## src/rtl/shss_pkg.sv

```systemverilog
`timescale 1ns / 1ps
// Shared types, register indexes and reset values of the stepper homing and sector sequencer.
package shss_pkg;

	localparam int SECTORS_DEF       = 6;
	localparam int POSITION_BITS_DEF = 10;

	localparam int CFG_DATA_W  = 60;
	localparam int CFG_INDEX_W = 3;

	localparam logic [CFG_INDEX_W-1:0] REG_MOVE_HALF      = 3'd0;
	localparam logic [CFG_INDEX_W-1:0] REG_HOME_HALF      = 3'd1;
	localparam logic [CFG_INDEX_W-1:0] REG_FIRST_TIMEOUT  = 3'd2;
	localparam logic [CFG_INDEX_W-1:0] REG_SECOND_TIMEOUT = 3'd3;
	localparam logic [CFG_INDEX_W-1:0] REG_DEBOUNCE       = 3'd4;
	localparam logic [CFG_INDEX_W-1:0] REG_SETTLE         = 3'd5;
	localparam logic [CFG_INDEX_W-1:0] REG_WAIT           = 3'd6;
	localparam logic [CFG_INDEX_W-1:0] REG_POSITIONS      = 3'd7;

	localparam logic [7:0]  MOVE_HALF_RST      = 8'd4;
	localparam logic [7:0]  HOME_HALF_RST      = 8'd7;
	localparam logic [11:0] FIRST_TIMEOUT_RST  = 12'd357;
	localparam logic [11:0] SECOND_TIMEOUT_RST = 12'd142;
	localparam logic [3:0]  DEBOUNCE_RST       = 4'd5;
	localparam logic [15:0] SETTLE_RST         = 16'd500;
	localparam logic [15:0] WAIT_RST           = 16'd5000;
	localparam logic [59:0] POSITIONS_RST      = 60'd214091540930309120;

	typedef enum logic [2:0] {
		PH_HOME1  = 3'd0,
		PH_SETTLE = 3'd1,
		PH_HOME2  = 3'd2,
		PH_WAIT1  = 3'd3,
		PH_MOVE   = 3'd4,
		PH_WAIT2  = 3'd5
	} phase_t;

	typedef struct packed {
		logic [7:0]  move_half;
		logic [7:0]  home_half;
		logic [11:0] first_timeout;
		logic [11:0] second_timeout;
		logic [3:0]  debounce;
		logic [15:0] settle;
		logic [15:0] wait_len;
		logic [59:0] positions;
	} cfg_t;

	typedef struct packed {
		logic       step_level;
		logic       dir_level;
		logic       enable_n;
		logic [2:0] phase;
		logic [2:0] current_sector;
		logic       home_confirmed;
	} res_t;

endpackage

```

## src/rtl/shss_if.sv

```systemverilog
`timescale 1ns / 1ps
// Valid/ready channel interfaces for the tick input and the pin result output.
interface shss_in_if;
	logic valid;
	logic ready;
	logic home_switch_level;

	modport source (output valid, output home_switch_level, input ready);
	modport sink (input valid, input home_switch_level, output ready);
endinterface

interface shss_out_if;
	logic       valid;
	logic       ready;
	logic       step_level;
	logic       dir_level;
	logic       enable_n;
	logic [2:0] phase;
	logic [2:0] current_sector;
	logic       home_confirmed;

	modport source (output valid, output step_level, output dir_level, output enable_n,
		output phase, output current_sector, output home_confirmed, input ready);
	modport sink (input valid, input step_level, input dir_level, input enable_n,
		input phase, input current_sector, input home_confirmed, output ready);
endinterface

```

## src/rtl/stepper_home_and_sector_sequencer.sv

```systemverilog
`timescale 1ns / 1ps
// Top level of the stepper homing and sector sequencer.
//
// Each word on tick_in is one 1 ms tick carrying the raw active-low home
// switch level. For every tick the block returns one word on result_out with
// the STEP, DIR and ENABLE pin levels, the phase, the sector and a home
// confirmation flag, all showing the state after that tick.
// The block loops through homing pass one, settle, homing pass two, a wait,
// a forward move to the sector's position and a final wait, then advances
// the sector index.
// The result of a tick sits in the output register on the cycle after it is
// accepted. Throughput is one tick per cycle, set by the single next-state
// pass between the state registers and the output register. While the
// receiver stalls, the output register holds its word and a new tick is
// taken only as the held word leaves.
// Reset puts the sequencer in homing pass one with the motor disabled and the
// direction forward, loads the register defaults and empties the output.
// Write registers over wr_en/wr_index/wr_data only while idle; unenforced.
module stepper_home_and_sector_sequencer #(
	parameter int SECTORS       = shss_pkg::SECTORS_DEF,
	parameter int POSITION_BITS = shss_pkg::POSITION_BITS_DEF
) (
	input  logic                              clk,
	input  logic                              arst_n,
	shss_in_if.sink                           tick_in,
	shss_out_if.source                        result_out,
	input  logic                              wr_en,
	input  logic [shss_pkg::CFG_INDEX_W-1:0]  wr_index,
	input  logic [shss_pkg::CFG_DATA_W-1:0]   wr_data
);
	import shss_pkg::*;

	cfg_t cfg;
	res_t res;
	res_t out_q;
	logic out_valid_q;
	logic take;

	assign tick_in.ready = !out_valid_q || result_out.ready;
	assign take          = tick_in.valid && tick_in.ready;

	shss_cfg u_cfg (
		.clk      (clk),
		.arst_n   (arst_n),
		.wr_en    (wr_en),
		.wr_index (wr_index),
		.wr_data  (wr_data),
		.cfg      (cfg)
	);

	shss_core #(
		.SECTORS       (SECTORS),
		.POSITION_BITS (POSITION_BITS)
	) u_core (
		.clk               (clk),
		.arst_n            (arst_n),
		.advance           (take),
		.home_switch_level (tick_in.home_switch_level),
		.cfg               (cfg),
		.res               (res)
	);

	always_ff @(posedge clk or negedge arst_n) begin
		if (!arst_n) begin
			out_valid_q <= 1'b0;
		end else if (take) begin
			out_valid_q <= 1'b1;
		end else if (result_out.ready) begin
			out_valid_q <= 1'b0;
		end
	end

	always_ff @(posedge clk) begin
		if (take) out_q <= res;
	end

	assign result_out.valid          = out_valid_q;
	assign result_out.step_level     = out_q.step_level;
	assign result_out.dir_level      = out_q.dir_level;
	assign result_out.enable_n       = out_q.enable_n;
	assign result_out.phase          = out_q.phase;
	assign result_out.current_sector = out_q.current_sector;
	assign result_out.home_confirmed = out_q.home_confirmed;

	// An accepted tick always leaves a word in the output register.
	a_take_fills: assert property (@(posedge clk) disable iff (!arst_n)
		take |=> out_valid_q)
		else $error("accepted tick produced no result word");

	// A confirmed home ends the pass, so the reported phase is the one after it.
	a_confirm_phase: assert property (@(posedge clk) disable iff (!arst_n)
		(out_valid_q && out_q.home_confirmed) |->
			(out_q.phase == PH_SETTLE || out_q.phase == PH_WAIT1))
		else $error("home confirmed outside the end of a homing pass");

	// The driver is energized during homing and moves.
	a_enabled: assert property (@(posedge clk) disable iff (!arst_n)
		(out_valid_q && (out_q.phase == PH_HOME1 || out_q.phase == PH_HOME2 ||
			out_q.phase == PH_MOVE)) |-> !out_q.enable_n)
		else $error("motor not enabled while stepping phase is active");

	// Moves run forward and homing runs backward while a step pulse is high.
	a_direction: assert property (@(posedge clk) disable iff (!arst_n)
		(out_valid_q && out_q.step_level) |->
			(out_q.dir_level == (out_q.phase == PH_MOVE)))
		else $error("direction pin does not match phase");

	// The sector index stays inside the table.
	a_sector_range: assert property (@(posedge clk) disable iff (!arst_n)
		out_valid_q |-> (out_q.current_sector <= 3'(SECTORS - 1)))
		else $error("sector index out of range");

endmodule

```

## src/rtl/shss_cfg.sv

```systemverilog
`timescale 1ns / 1ps
// Configuration register file written through a plain write port.
module shss_cfg (
	input  logic                                clk,
	input  logic                                arst_n,
	input  logic                                wr_en,
	input  logic [shss_pkg::CFG_INDEX_W-1:0]    wr_index,
	input  logic [shss_pkg::CFG_DATA_W-1:0]     wr_data,
	output shss_pkg::cfg_t                      cfg
);
	import shss_pkg::*;

	cfg_t cfg_q;

	always_ff @(posedge clk or negedge arst_n) begin
		if (!arst_n) begin
			cfg_q.move_half      <= MOVE_HALF_RST;
			cfg_q.home_half      <= HOME_HALF_RST;
			cfg_q.first_timeout  <= FIRST_TIMEOUT_RST;
			cfg_q.second_timeout <= SECOND_TIMEOUT_RST;
			cfg_q.debounce       <= DEBOUNCE_RST;
			cfg_q.settle         <= SETTLE_RST;
			cfg_q.wait_len       <= WAIT_RST;
			cfg_q.positions      <= POSITIONS_RST;
		end else if (wr_en) begin
			case (wr_index)
				REG_MOVE_HALF:      cfg_q.move_half      <= wr_data[7:0];
				REG_HOME_HALF:      cfg_q.home_half      <= wr_data[7:0];
				REG_FIRST_TIMEOUT:  cfg_q.first_timeout  <= wr_data[11:0];
				REG_SECOND_TIMEOUT: cfg_q.second_timeout <= wr_data[11:0];
				REG_DEBOUNCE:       cfg_q.debounce       <= wr_data[3:0];
				REG_SETTLE:         cfg_q.settle         <= wr_data[15:0];
				REG_WAIT:           cfg_q.wait_len       <= wr_data[15:0];
				REG_POSITIONS:      cfg_q.positions      <= wr_data;
				default: ;
			endcase
		end
	end

	assign cfg = cfg_q;

endmodule

```

## src/rtl/shss_core.sv

```systemverilog
`timescale 1ns / 1ps
// Sequencer state registers and the single-pass next-state logic for one tick.
module shss_core #(
	parameter int SECTORS       = shss_pkg::SECTORS_DEF,
	parameter int POSITION_BITS = shss_pkg::POSITION_BITS_DEF
) (
	input  logic           clk,
	input  logic           arst_n,
	input  logic           advance,
	input  logic           home_switch_level,
	input  shss_pkg::cfg_t cfg,
	output shss_pkg::res_t res
);
	import shss_pkg::*;

	localparam logic [2:0] LAST_SECTOR = 3'(SECTORS - 1);

	typedef struct packed {
		phase_t      phase;
		logic [15:0] tick;
		logic [11:0] steps;
		logic [3:0]  samples;
		logic [2:0]  sector;
		logic        step_pin;
		logic        dir;
		logic        en_n;
		logic        stepping;
	} st_t;

	st_t st_q;
	st_t st_d;
	logic confirmed;

	logic [7:0]              home_h;
	logic [7:0]              move_h;
	logic [POSITION_BITS-1:0] target;

	function automatic st_t enter(input st_t s, input phase_t p);
		st_t r;
		r          = s;
		r.phase    = p;
		r.tick     = '0;
		r.steps    = '0;
		r.samples  = '0;
		r.stepping = 1'b0;
		r.step_pin = 1'b0;
		return r;
	endfunction

	assign home_h = (cfg.home_half == 8'd0) ? 8'd1 : cfg.home_half;
	assign move_h = (cfg.move_half == 8'd0) ? 8'd1 : cfg.move_half;

	always_comb begin
		if (st_q.sector > LAST_SECTOR) begin
			target = '0;
		end else begin
			target = cfg.positions[POSITION_BITS*st_q.sector +: POSITION_BITS];
		end
	end

	always_comb begin
		logic        go;
		logic [7:0]  half;
		logic [11:0] timeout;
		logic [3:0]  smp;
		logic [15:0] t_inc;
		phase_t      next_ph;
		st_d      = st_q;
		confirmed = 1'b0;
		go        = 1'b0;
		smp       = st_q.samples + 4'd1;
		t_inc     = st_q.tick + 16'd1;
		half      = (st_q.phase == PH_MOVE) ? move_h : home_h;
		timeout   = (st_q.phase == PH_HOME1) ? cfg.first_timeout : cfg.second_timeout;
		next_ph   = (st_q.phase == PH_HOME1) ? PH_SETTLE : PH_WAIT1;

		// Shared pulse timing: a step is high for half ticks, then low for half ticks.
		if (st_q.stepping) begin
			if (st_q.tick != 16'd0) begin
				st_d.tick = st_q.tick - 16'd1;
			end else if (st_q.step_pin) begin
				st_d.step_pin = 1'b0;
				st_d.tick     = {8'd0, half - 8'd1};
			end else begin
				st_d.stepping = 1'b0;
				st_d.steps    = st_q.steps + 12'd1;
				go            = 1'b1;
			end
		end else if (st_q.tick != 16'd0 && st_q.phase != PH_MOVE) begin
			st_d.tick = st_q.tick - 16'd1;
		end else begin
			go = 1'b1;
		end

		case (st_q.phase)
			PH_HOME1, PH_HOME2: begin
				st_d.en_n = 1'b0;
				st_d.dir  = 1'b0;
				if (go) begin
					if (st_d.steps >= timeout) begin
						st_d = enter(st_d, next_ph);
					end else if (cfg.debounce == 4'd0) begin
						st_d      = enter(st_d, next_ph);
						confirmed = 1'b1;
					end else if (!home_switch_level) begin
						if (smp >= cfg.debounce) begin
							st_d      = enter(st_d, next_ph);
							confirmed = 1'b1;
						end else begin
							st_d.samples = smp;
							st_d.tick    = 16'd1;
						end
					end else begin
						st_d.samples  = '0;
						st_d.stepping = 1'b1;
						st_d.step_pin = 1'b1;
						st_d.tick     = {8'd0, half - 8'd1};
					end
				end
			end
			PH_SETTLE: begin
				st_d.tick = t_inc;
				if (t_inc >= cfg.settle) st_d = enter(st_d, PH_HOME2);
			end
			PH_WAIT1: begin
				st_d.tick = t_inc;
				if (t_inc >= cfg.wait_len) st_d = enter(st_d, PH_MOVE);
			end
			PH_MOVE: begin
				st_d.en_n = 1'b0;
				st_d.dir  = 1'b1;
				if (go) begin
					if (st_d.steps >= 12'(target)) begin
						st_d = enter(st_d, PH_WAIT2);
					end else begin
						st_d.stepping = 1'b1;
						st_d.step_pin = 1'b1;
						st_d.tick     = {8'd0, half - 8'd1};
					end
				end
			end
			PH_WAIT2: begin
				st_d.tick = t_inc;
				if (t_inc >= cfg.wait_len) begin
					st_d.sector = (st_q.sector >= LAST_SECTOR) ? 3'd0 : st_q.sector + 3'd1;
					st_d        = enter(st_d, PH_HOME1);
				end
			end
			default: begin
				st_d = enter(st_q, PH_HOME1);
			end
		endcase
	end

	always_ff @(posedge clk or negedge arst_n) begin
		if (!arst_n) begin
			st_q.phase    <= PH_HOME1;
			st_q.tick     <= '0;
			st_q.steps    <= '0;
			st_q.samples  <= '0;
			st_q.sector   <= '0;
			st_q.step_pin <= 1'b0;
			st_q.dir      <= 1'b1;
			st_q.en_n     <= 1'b1;
			st_q.stepping <= 1'b0;
		end else if (advance) begin
			st_q <= st_d;
		end
	end

	assign res.step_level     = st_d.step_pin;
	assign res.dir_level      = st_d.dir;
	assign res.enable_n       = st_d.en_n;
	assign res.phase          = st_d.phase;
	assign res.current_sector = st_d.sector;
	assign res.home_confirmed = confirmed;

endmodule
```

## src/flat_wrapper.sv

```systemverilog
// flat-port wrapper written by rule: the top's interface ports become plain ports
module stepper_home_and_sector_sequencer_flat import shss_pkg::*;
#(
	parameter int SECTORS       = shss_pkg::SECTORS_DEF,
	parameter int POSITION_BITS = shss_pkg::POSITION_BITS_DEF
)
  (clk, arst_n, wr_en, wr_index, wr_data, tick_in_valid, tick_in_home_switch_level, tick_in_ready, result_out_valid, result_out_step_level, result_out_dir_level, result_out_enable_n, result_out_phase, result_out_current_sector, result_out_home_confirmed, result_out_ready);
  shss_in_if tick_in_i ();
  shss_out_if result_out_i ();
  input  logic clk;
  input  logic arst_n;
  input  logic wr_en;
  input  logic [shss_pkg::CFG_INDEX_W-1:0] wr_index;
  input  logic [shss_pkg::CFG_DATA_W-1:0] wr_data;
  input wire logic [$bits(tick_in_i.valid)-1:0] tick_in_valid;
  input wire logic [$bits(tick_in_i.home_switch_level)-1:0] tick_in_home_switch_level;
  output wire logic [$bits(tick_in_i.ready)-1:0] tick_in_ready;
  output wire logic [$bits(result_out_i.valid)-1:0] result_out_valid;
  output wire logic [$bits(result_out_i.step_level)-1:0] result_out_step_level;
  output wire logic [$bits(result_out_i.dir_level)-1:0] result_out_dir_level;
  output wire logic [$bits(result_out_i.enable_n)-1:0] result_out_enable_n;
  output wire logic [$bits(result_out_i.phase)-1:0] result_out_phase;
  output wire logic [$bits(result_out_i.current_sector)-1:0] result_out_current_sector;
  output wire logic [$bits(result_out_i.home_confirmed)-1:0] result_out_home_confirmed;
  input wire logic [$bits(result_out_i.ready)-1:0] result_out_ready;
  assign tick_in_i.valid = tick_in_valid;
  assign tick_in_i.home_switch_level = tick_in_home_switch_level;
  assign tick_in_ready = tick_in_i.ready;
  assign result_out_valid = result_out_i.valid;
  assign result_out_step_level = result_out_i.step_level;
  assign result_out_dir_level = result_out_i.dir_level;
  assign result_out_enable_n = result_out_i.enable_n;
  assign result_out_phase = result_out_i.phase;
  assign result_out_current_sector = result_out_i.current_sector;
  assign result_out_home_confirmed = result_out_i.home_confirmed;
  assign result_out_i.ready = result_out_ready;
  stepper_home_and_sector_sequencer #(.SECTORS(SECTORS), .POSITION_BITS(POSITION_BITS)) u_core (.clk(clk), .arst_n(arst_n), .tick_in(tick_in_i), .result_out(result_out_i), .wr_en(wr_en), .wr_index(wr_index), .wr_data(wr_data));
endmodule
```

## config.mk

```make
export PLATFORM = sky130hd
export DESIGN_NAME = stepper_home_and_sector_sequencer_flat
export DESIGN_NICKNAME = d
export VERILOG_FILES = /design/src/rtl/shss_pkg.sv /design/src/rtl/shss_if.sv /design/src/rtl/stepper_home_and_sector_sequencer.sv /design/src/rtl/shss_cfg.sv /design/src/rtl/shss_core.sv /design/src/flat_wrapper.sv
export SDC_FILE = /design/constraint.sdc
export NUM_CORES = 1
export LEC_CHECK = 0
export BUFFER_PORTS_ARGS = -buffer_cell sky130_fd_sc_hd__buf_2
export CAP_MARGIN = 10
export CORE_MARGIN = 10
export CORE_UTILIZATION = 60
export CTS_CLUSTER_DIAMETER = 120
export DETAILED_ROUTE_END_ITERATION = 6
export PLACE_DENSITY = 0.79
export SLEW_MARGIN = 15
export SYNTH_ARGS = -nofsm -noshare
export SYNTH_HDL_FRONTEND = slang
export SYNTH_SLANG_ARGS = --single-unit
```

## constraint.sdc

```tcl
create_clock -name clk -period 4.6 [get_ports clk]
set_input_delay 0.46 -clock clk [delete_from_list [all_inputs] [get_ports clk]]
set_output_delay 0.46 -clock clk [all_outputs]
set_load 0.05 [all_outputs]
```

==> reports/metrics.cfg, run 1 <==
[global_route]
grt.total_usage = 0.231
overflow = 0
top_usage_layer = met2
grt_max_degree = 101
antenna_found_initial = 1
use_met2 = 0.345
grt_pass1_vias = 8148
grt_pass1_wl_um = 44500
grt_util_met3 = 0.0436
grt_use_met1 = 0.339

[yosys]
dominantRegCellSynth = dfrtp_1
ys_seq_area_frac = 0.437
syn_inst = 999
synth-edff-count = 10
post_synth.cell_area_avg_sq_um = 11.1
synth_area_sq_um = 11100
async_reset_ff_frac = 0.947
ys_ff_latch = 189
syn_nets = 1134
synth_warnings = 0
synth.distinct_cells = 85

[sta]
fin_crit_sh = 0.971
hold_ws_ns = 0.132
finalHoldViolations = 0
drv_slew = 0
rsz0062_at_grt = yes
fmax_mhz = 224
fin_skew_ns = 0.0152
worst_pin_slew_ns = 1.14
period_needed_ns = 4.47
setup_viol = 0
max_slew_margin = 0.240

[route]
post_drt_wl_per_cell_um = 21.2
ant_nets = 0
route.vias.total = 8264
drc = 0
drt_iter0_drc = 751
drtPass1Iterations = 5
routed_wirelength_um = 28000
viasPerCell = 6.25

[power_and_ir_drop]
finalPower_mw = 6.27
p_seq_frac = 0.380
p_int_mw = 3.89
p_sw_mw = 2.38
pwr-share-comb = 0.371
ir_drop_v = 0.000326
p_leak_nw = 5.78
clkPwrFrac = 0.250
p_sw_frac = 0.380
power_density_nw_per_um2 = 501

[place]
dpl_cell_area_sq_um = 11800
hpwl_um = 19900
port_buffers = 80
place_congestion = 0.964
dpl.cell_count = 1287

[worst_setup_path]
endpoint_kind = register
crit_family = simple AND/OR/NAND/NOR gates
crit_fanout = 8
slowest_stage = or4_4
slowest_delay_ns = 0.60
cp_num_buf_inv = 0
path_class = reg2reg
crit_path_start_kind = register
arrival_ns = 4.85
cp_cell_sequence = or4_4 > nor2_4 > nand3_4 > nor2_8 > nand3_2 > nor2_1 > xor2_1 > ha_1 > and4_1 > a41o_1 > o311a_1 > nand4b_1 > nand3b_1 > a22oi_1 > o221ai_1 > nand2_1
required_ns = 4.98

[floorplanning]
io_pins = 81
die_h_um = 156
fp.dieArea_sq_um = 24300
rows = 49
die_x_um = 156
start_util = 0.613
core_area_sq_um = 18100

[clock_network]
cts-hold-fix-buffers = 0
clk_pin_slew_ns = 0.08
clk_path_buf_depth = 2
insertion_delay_ns = 0.45
htree_levels = 4
cts-root-buf = clkbuf_16
cts_buffers = 17
cts_sinks = 189
cts_tree = done

[finish]
final_cell_mix = 141 x mux2_2, 126 x dfrtp_1, 79 x buf_2, 77 x nand2_1, 66 x ha_1
area_growth_pct = 12.9
nFillCells = 1303
final_cell_area_sq_um = 12500
fin_cells = 1322
nets = 1214
drive_above_1_share = 0.349
final_common_cell = mux2_2

[run]
drv_cap = 0

[outcome]
outcome = completed

[worst_hold_path]
min_path_type = in2async

worst reg2reg max path, cell delays in order, from the launching register on:
cell and delay, ns:
dfrtp_1 0.48, or4_4 0.60, nor2_4 0.22, nand3_4 0.15, nor2_8 0.18, nand3_2 0.12
nor2_1 0.15, xor2_1 0.31, ha_1 0.31, and4_1 0.23, a41o_1 0.24, o311a_1 0.39
nand4b_1 0.35, nand3b_1 0.26, a22oi_1 0.16, o221ai_1 0.13, nand2_1 0.12
power groups by stage:
stage / combinational [mW] / clock, mW / sequential (mW)
2_1_floorplan: 1.64 / 0 / 2.30
6_report: 2.32 / 1.57 / 2.38
5_1_grt: 2.54 / 1.65 / 2.42
3_5_place_dp: 2.23 / 0 / 2.40
3_3_place_gp: 2.19 / 0 / 2.38
4_1_cts: 2.25 / 1.58 / 2.37
registers in the layout (all words and copies together), names as in the netlist:
name	cells
u_core.result_out.phase	3
u_core.result_out.step_level	1
u_core.result_out.dir_level	1
u_core.result_out.valid	1
u_core.u_core.st_q	42
u_core.u_cfg.cfg	136
u_core.result_out.enable_n	1
u_core.result_out.home_confirmed	1
u_core.result_out.current_sector	3
stage by stage:
step                setup slack (ns)  utilization  TNS [ns]
detailed placement            0.0887        0.653         0
CTS                           0.0509        0.688         0
finish                         0.133        0.692         0
global route                 -0.0756        0.692   -0.0911
global placement               0.166        0.653         0
floorplan                      0.600            -         0
final timing paths:
| check | startpoint | end | cells past startpoint | slack (ns) |
|---|---|---|---|---|
| setup / recovery | u_core.u_core.st_q[27] | u_core.u_core.st_q[23] | 16 | 0.13 |
| hold / removal | arst_n | u_core.u_core.st_q[7] | 1 | 0.13 |
| setup reg to reg | u_core.u_core.st_q[27] | u_core.u_core.st_q[23] | 16 | 0.13 |
| hold reg to reg | u_core.u_core.st_q[1] | u_core.u_core.st_q[1] | 1 | 0.49 |
| max in group asynchronous | arst_n | u_core.u_cfg.cfg[113] | 2 | 3.50 |
| min in group clk | tick_in_valid | u_core.result_out.valid | 2 | 0.22 |
logic make-up after synthesis:
kind of cell	Yosys count	synth area share
simple gates	249	0.123
flops	189	0.437
mux	179	0.189
compound gates	176	0.108
buf+inv	99	0.0357
fa+ha+maj	66	0.0745
xor+xnor	41	0.0331
per-layer routing:
layer	wire length [um]	part of all wire
met1	12900	0.46
met2	12800	0.46
met3	1920	0.069
met4	441	0.016
met5	0	0
what timing repair did:
| action | CTS | global route |
|---|---|---|
| setup buffers | 0 | 2 |
| setup endpoints to repair | 0 | 30 |
| resized for setup | 0 | 9 |
cells in the mapped netlist (all sizes together), types with 4 or more instances:
cell / n / area [sq um]
mux2: 141 / 1590
dfrtp: 126 / 3150
nand2: 77 / 289
ha: 66 / 826
dfstp: 53 / 1390
o21ai: 53 / 265
inv: 46 / 173
nor2: 38 / 166
clkbuf: 37 / 140
a21oi: 32 / 160
mux2i: 28 / 280
nor3: 27 / 140
xor2: 24 / 218
nand3: 21 / 133
xnor2: 17 / 149
buf: 15 / 78.8
nand2b: 13 / 81.3
nand4: 13 / 81.3
a32o: 12 / 120
and3: 12 / 76.3
a21o: 11 / 82.6
o211ai: 11 / 82.6
edfxtp: 10 / 300
mux4: 10 / 225
nor2b: 8 / 50.1
nand4b: 7 / 61.3
nor4: 6 / 52.6
a31oi: 5 / 31.3
and2: 5 / 31.3
a211oi: 4 / 30.0
a22oi: 4 / 30.0
or3: 4 / 30.0
or4: 4 / 33.8
cell type report:
cell class | instances | area (sq um) | share of cell area
timing repair buffer | 113 | 667 | 0.0533
tap | 229 | 287 | 0.0229
inverter | 47 | 176 | 0.0141
antenna | 1 | 2.50 | 0.000200
sequential | 189 | 4850 | 0.387
multi-input combinational | 711 | 5910 | 0.472
clock inverter | 15 | 200 | 0.0160
clock buffer | 17 | 425 | 0.0340
Power figures use the tool's default switching activity.
==> run 2: changes to the inputs <==
ABC_AREA = 1   (was unset)
==> reports/metrics.cfg, run 2 <==
[worst_setup_path]
cp_cell_sequence = nand3_1 > nor3_1 > nand3_1 > nor2_1 > nand4_1 > nor2_1 > nand3_1 > xor2_1 > ha_1 > nand4_1 > nor3_2 > nand3_2 > o211ai_1 > nand2_1 > inv_2 > nand4_2 > nand2_1 > o21ai_1  ; was or4_4 > nor2_4 > nand3_4 > nor2_8 > nand3_2 > nor2_1 > xor2_1 > ha_1 > and4_1 > a41o_1 > o311a_1 > nand4b_1 > nand3b_1 > a22oi_1 > o221ai_1 > nand2_1
rr_startpoint = u_core.u_core.st_q[23]  ; was u_core.u_core.st_q[27]
crit_fanout = 10  ; was 8
crit_start = u_core.u_core.st_q[23]  ; was u_core.u_core.st_q[27]
endpoint_kind = register  ; unchanged
slowest_delay_ns = 0.50  ; was 0.60 ns
path_class = reg2reg  ; unchanged
rr_worst_depth = 18  ; was 16
arrival_ns = 4.51  ; was 4.85 ns
crit_path_start_kind = register  ; unchanged
cpMostUsedCell = nand3_1
required_ns = 4.92  ; was 4.98 ns
slowest_stage = dfrtp_1  ; was or4_4

[global_route]
grt_pass1_vias = 10500  ; was 8,148
overflow = 0  ; unchanged
grt.total_usage = 0.257  ; was 0.231
grt_max_degree = 106  ; was 101
antenna_found_initial = 1  ; unchanged
grt_pass1_wl_um = 54200  ; was 44,500 um

[route]
drc = 0  ; unchanged
drt_iter0_drc = 1116  ; was 751
post_drt_wl_per_cell_um = 17.6  ; was 21.2 um
ant_nets = 0  ; unchanged
viasPerCell = 5.77  ; was 6.25
route.vias.total = 10700  ; was 8,264
routed_wirelength_um = 32800  ; was 28,000 um
drtPass1Iterations = 6  ; was 5

[clock_network]
postCtsSetupBuffers = 0  ; unchanged
clk_pin_slew_ns = 0.08  ; about the same
insertion_delay_ns = 0.44  ; was 0.45 ns
cts-root-buf = clkbuf_16  ; unchanged
clk_path_buf_depth = 2  ; unchanged
htree_levels = 4  ; unchanged
cts_sinks = 189  ; unchanged
cts_resized = 0  ; unchanged
cts_tree = done  ; unchanged
cts-hold-fix-buffers = 0  ; unchanged
cts_buffers = 17  ; unchanged

[place]
post-place-ws_ns = 0.137  ; was 0.0887 ns
place_congestion = 0.972  ; was 0.964
hpwl_um = 24300  ; was 19,900 um
dpl.cell_count = 1832  ; was 1,287
port_buffers = 80  ; unchanged

[yosys]
synth_commonest_cells = 378 x nand2_1, 184 x o21ai_0, 169 x inv_1  ; was 141 x mux2_2, 126 x dfrtp_1, 77 x nand2_1
synth_area_sq_um = 11700  ; was 11,100 sq um
synth_warnings = 0  ; unchanged
async_reset_ff_frac = 0.947  ; unchanged
synth_top_area_share = 0.269  ; was 0.285
syn_inst = 1532  ; was 999
ys_ff_latch = 189  ; unchanged
yosysTopAreaCell = dfrtp_1  ; unchanged
synth.distinct_cells = 49  ; was 85
dominantRegCellSynth = dfrtp_1  ; unchanged
post-synth-top-count-cell = nand2_1  ; was mux2_2
ys_seq_area_frac = 0.413  ; was 0.437
synth_area_leaders = dfrtp_1 27%, nand2_1 12%, dfstp_2 12%  ; was dfrtp_1 28%, mux2_2 14%, dfstp_2 13%
synth-edff-count = 10  ; unchanged
post_synth.cell_area_avg_sq_um = 7.66  ; was 11.1 sq um
syn_nets = 1667  ; was 1,134

[sta]
period_needed_ns = 4.19  ; was 4.47 ns
fmax_mhz = 239  ; was 224 MHz
finalHoldViolations = 0  ; unchanged
tns_ns = 0  ; unchanged
fin_skew_ns = 0.0149  ; was 0.0152 ns
worst_pin_slew_ns = 1.05  ; was 1.14 ns
drv_slew = 0  ; unchanged
max_slew_margin = 0.299  ; was 0.240
fin_crit_sh = 0.911  ; was 0.971
rsz0062_at_grt = no  ; was yes
setup_viol = 0  ; unchanged
fin_ws_ns = 0.411  ; was 0.133 ns

[finish]
nFillCells = 1629  ; was 1,303
area_growth_pct = 10.5  ; was 12.9%
fin_cells = 1863  ; was 1,322
nets = 1721  ; was 1,214
final_cell_mix = 378 x nand2_1, 184 x o21ai_0, 168 x inv_1, 125 x dfrtp_1, 94 x nand3_1  ; was 141 x mux2_2, 126 x dfrtp_1, 79 x buf_2, 77 x nand2_1, 66 x ha_1
final_common_cell = nand2_1  ; was mux2_2
antenna_cells = 0  ; was 1
largest_reg_flops = 136  ; unchanged
drive_above_1_share = 0.148  ; was 0.349
finish.utilization = 0.670  ; was 0.692

[floorplanning]
die_h_um = 160  ; was 156 um
fp.dieArea_sq_um = 25500  ; was 24,300 sq um
rows = 51  ; was 49
core_area_sq_um = 19300  ; was 18,100 sq um
io_pins = 81  ; unchanged
start_util = 0.607  ; was 0.613
die_x_um = 160  ; was 156 um

[power_and_ir_drop]
power_density_nw_per_um2 = 619  ; was 501 nW/um^2
finalPower_mw = 8.02  ; was 6.27 mW
p_leak_nw = 6.22  ; was 5.78 nW
ir_drop_v = 0.000396  ; was 0.000326 V

[worst_hold_path]
min_path_type = in2async  ; unchanged

[run]
drv_cap = 0  ; unchanged

[outcome]
outcome = completed  ; unchanged

## run 2: cell types whose count changed after synthesis, moves of 15 or more
cell	change
nand2_1	+301
o21ai_0	+148
inv_1	+123
mux2_2	-121
nand3_1	+78
a21oi_1	+60
nor2_1	+55
mux2i_1	-17
xnor2_1	-15
## run 2: report_power, final
part	leakage [nW]	internal, mW	total, mW	switching [mW]
clock network	0.278	0.821	1.50	0.679
registers	2.24	2.13	2.46	0.327
logic	3.70	1.38	4.06	2.68
total	6.22	4.34	8.02	3.69
## run 2: worst paths after layout
kind                                     endpoint  slack [ns]
setup / recovery            u_core.u_core.st_q[9]        0.41
hold / removal             u_core.u_core.st_q[32]        0.14
setup reg to reg            u_core.u_core.st_q[9]        0.41
hold reg to reg             u_core.u_core.st_q[1]        0.47
max in group asynchronous    u_core.u_cfg.cfg[43]        3.29
min in group clk             u_core.u_cfg.cfg[22]        0.23
## run 2: cell families (layout without fill, tap and decap cells)
group	count (synthesis)	count (layout)	share of synthesized area
AO/OA/AOI/OAI	331	331	0.148
XOR/XNOR	35	35	0.0261
adder cells (fa/ha/maj)	66	66	0.0704
buffers and inverters	243	309	0.0797
flip-flops	189	189	0.413
multiplexers	31	31	0.0286
AND/OR/NAND/NOR	637	637	0.234
## run 2: cell type report
class,count,area [sq um],share of cell area
multi-input cells,1100,5980,0.462
well taps,265,332,0.0256
clock buffers,20,447,0.0345
repair buffers,98,542,0.0418
inverters,180,676,0.0521
flip-flops and latches,189,4850,0.374
clock inverters,11,133,0.0102
## run 2: per-layer routing
layer	vias to the layer above	wire (um)	global-route usage	part of all wire
li1	5167	-	-	-
met1	5083	14400	0.346	0.44
met2	441	15300	0.416	0.47
met3	56	2370	0.0406	0.072
met4	2	720	0.0801	0.022
met5	-	17	0	0.00052
## run 2: metrics by stage
stage	area (sq um)	hold WS, ns
after global routing	13000	0.217
after CTS	12900	0.188
after detailed placement	12400	0.456
final	13000	0.144
after floorplan	11700	0.164
after global placement	12400	0.451
## run 2: critical path, delay by kind of cell, from the launching register on
family | cells | cell delay (ns)
and+or+nand+nor | 13 | 2.51
DFF | 1 | 0.50
adders and majority gates | 1 | 0.35
buffers and inverters | 1 | 0.27
AOI/OAI and AO/OA | 2 | 0.24
xor gates and xnor gates | 1 | 0.20
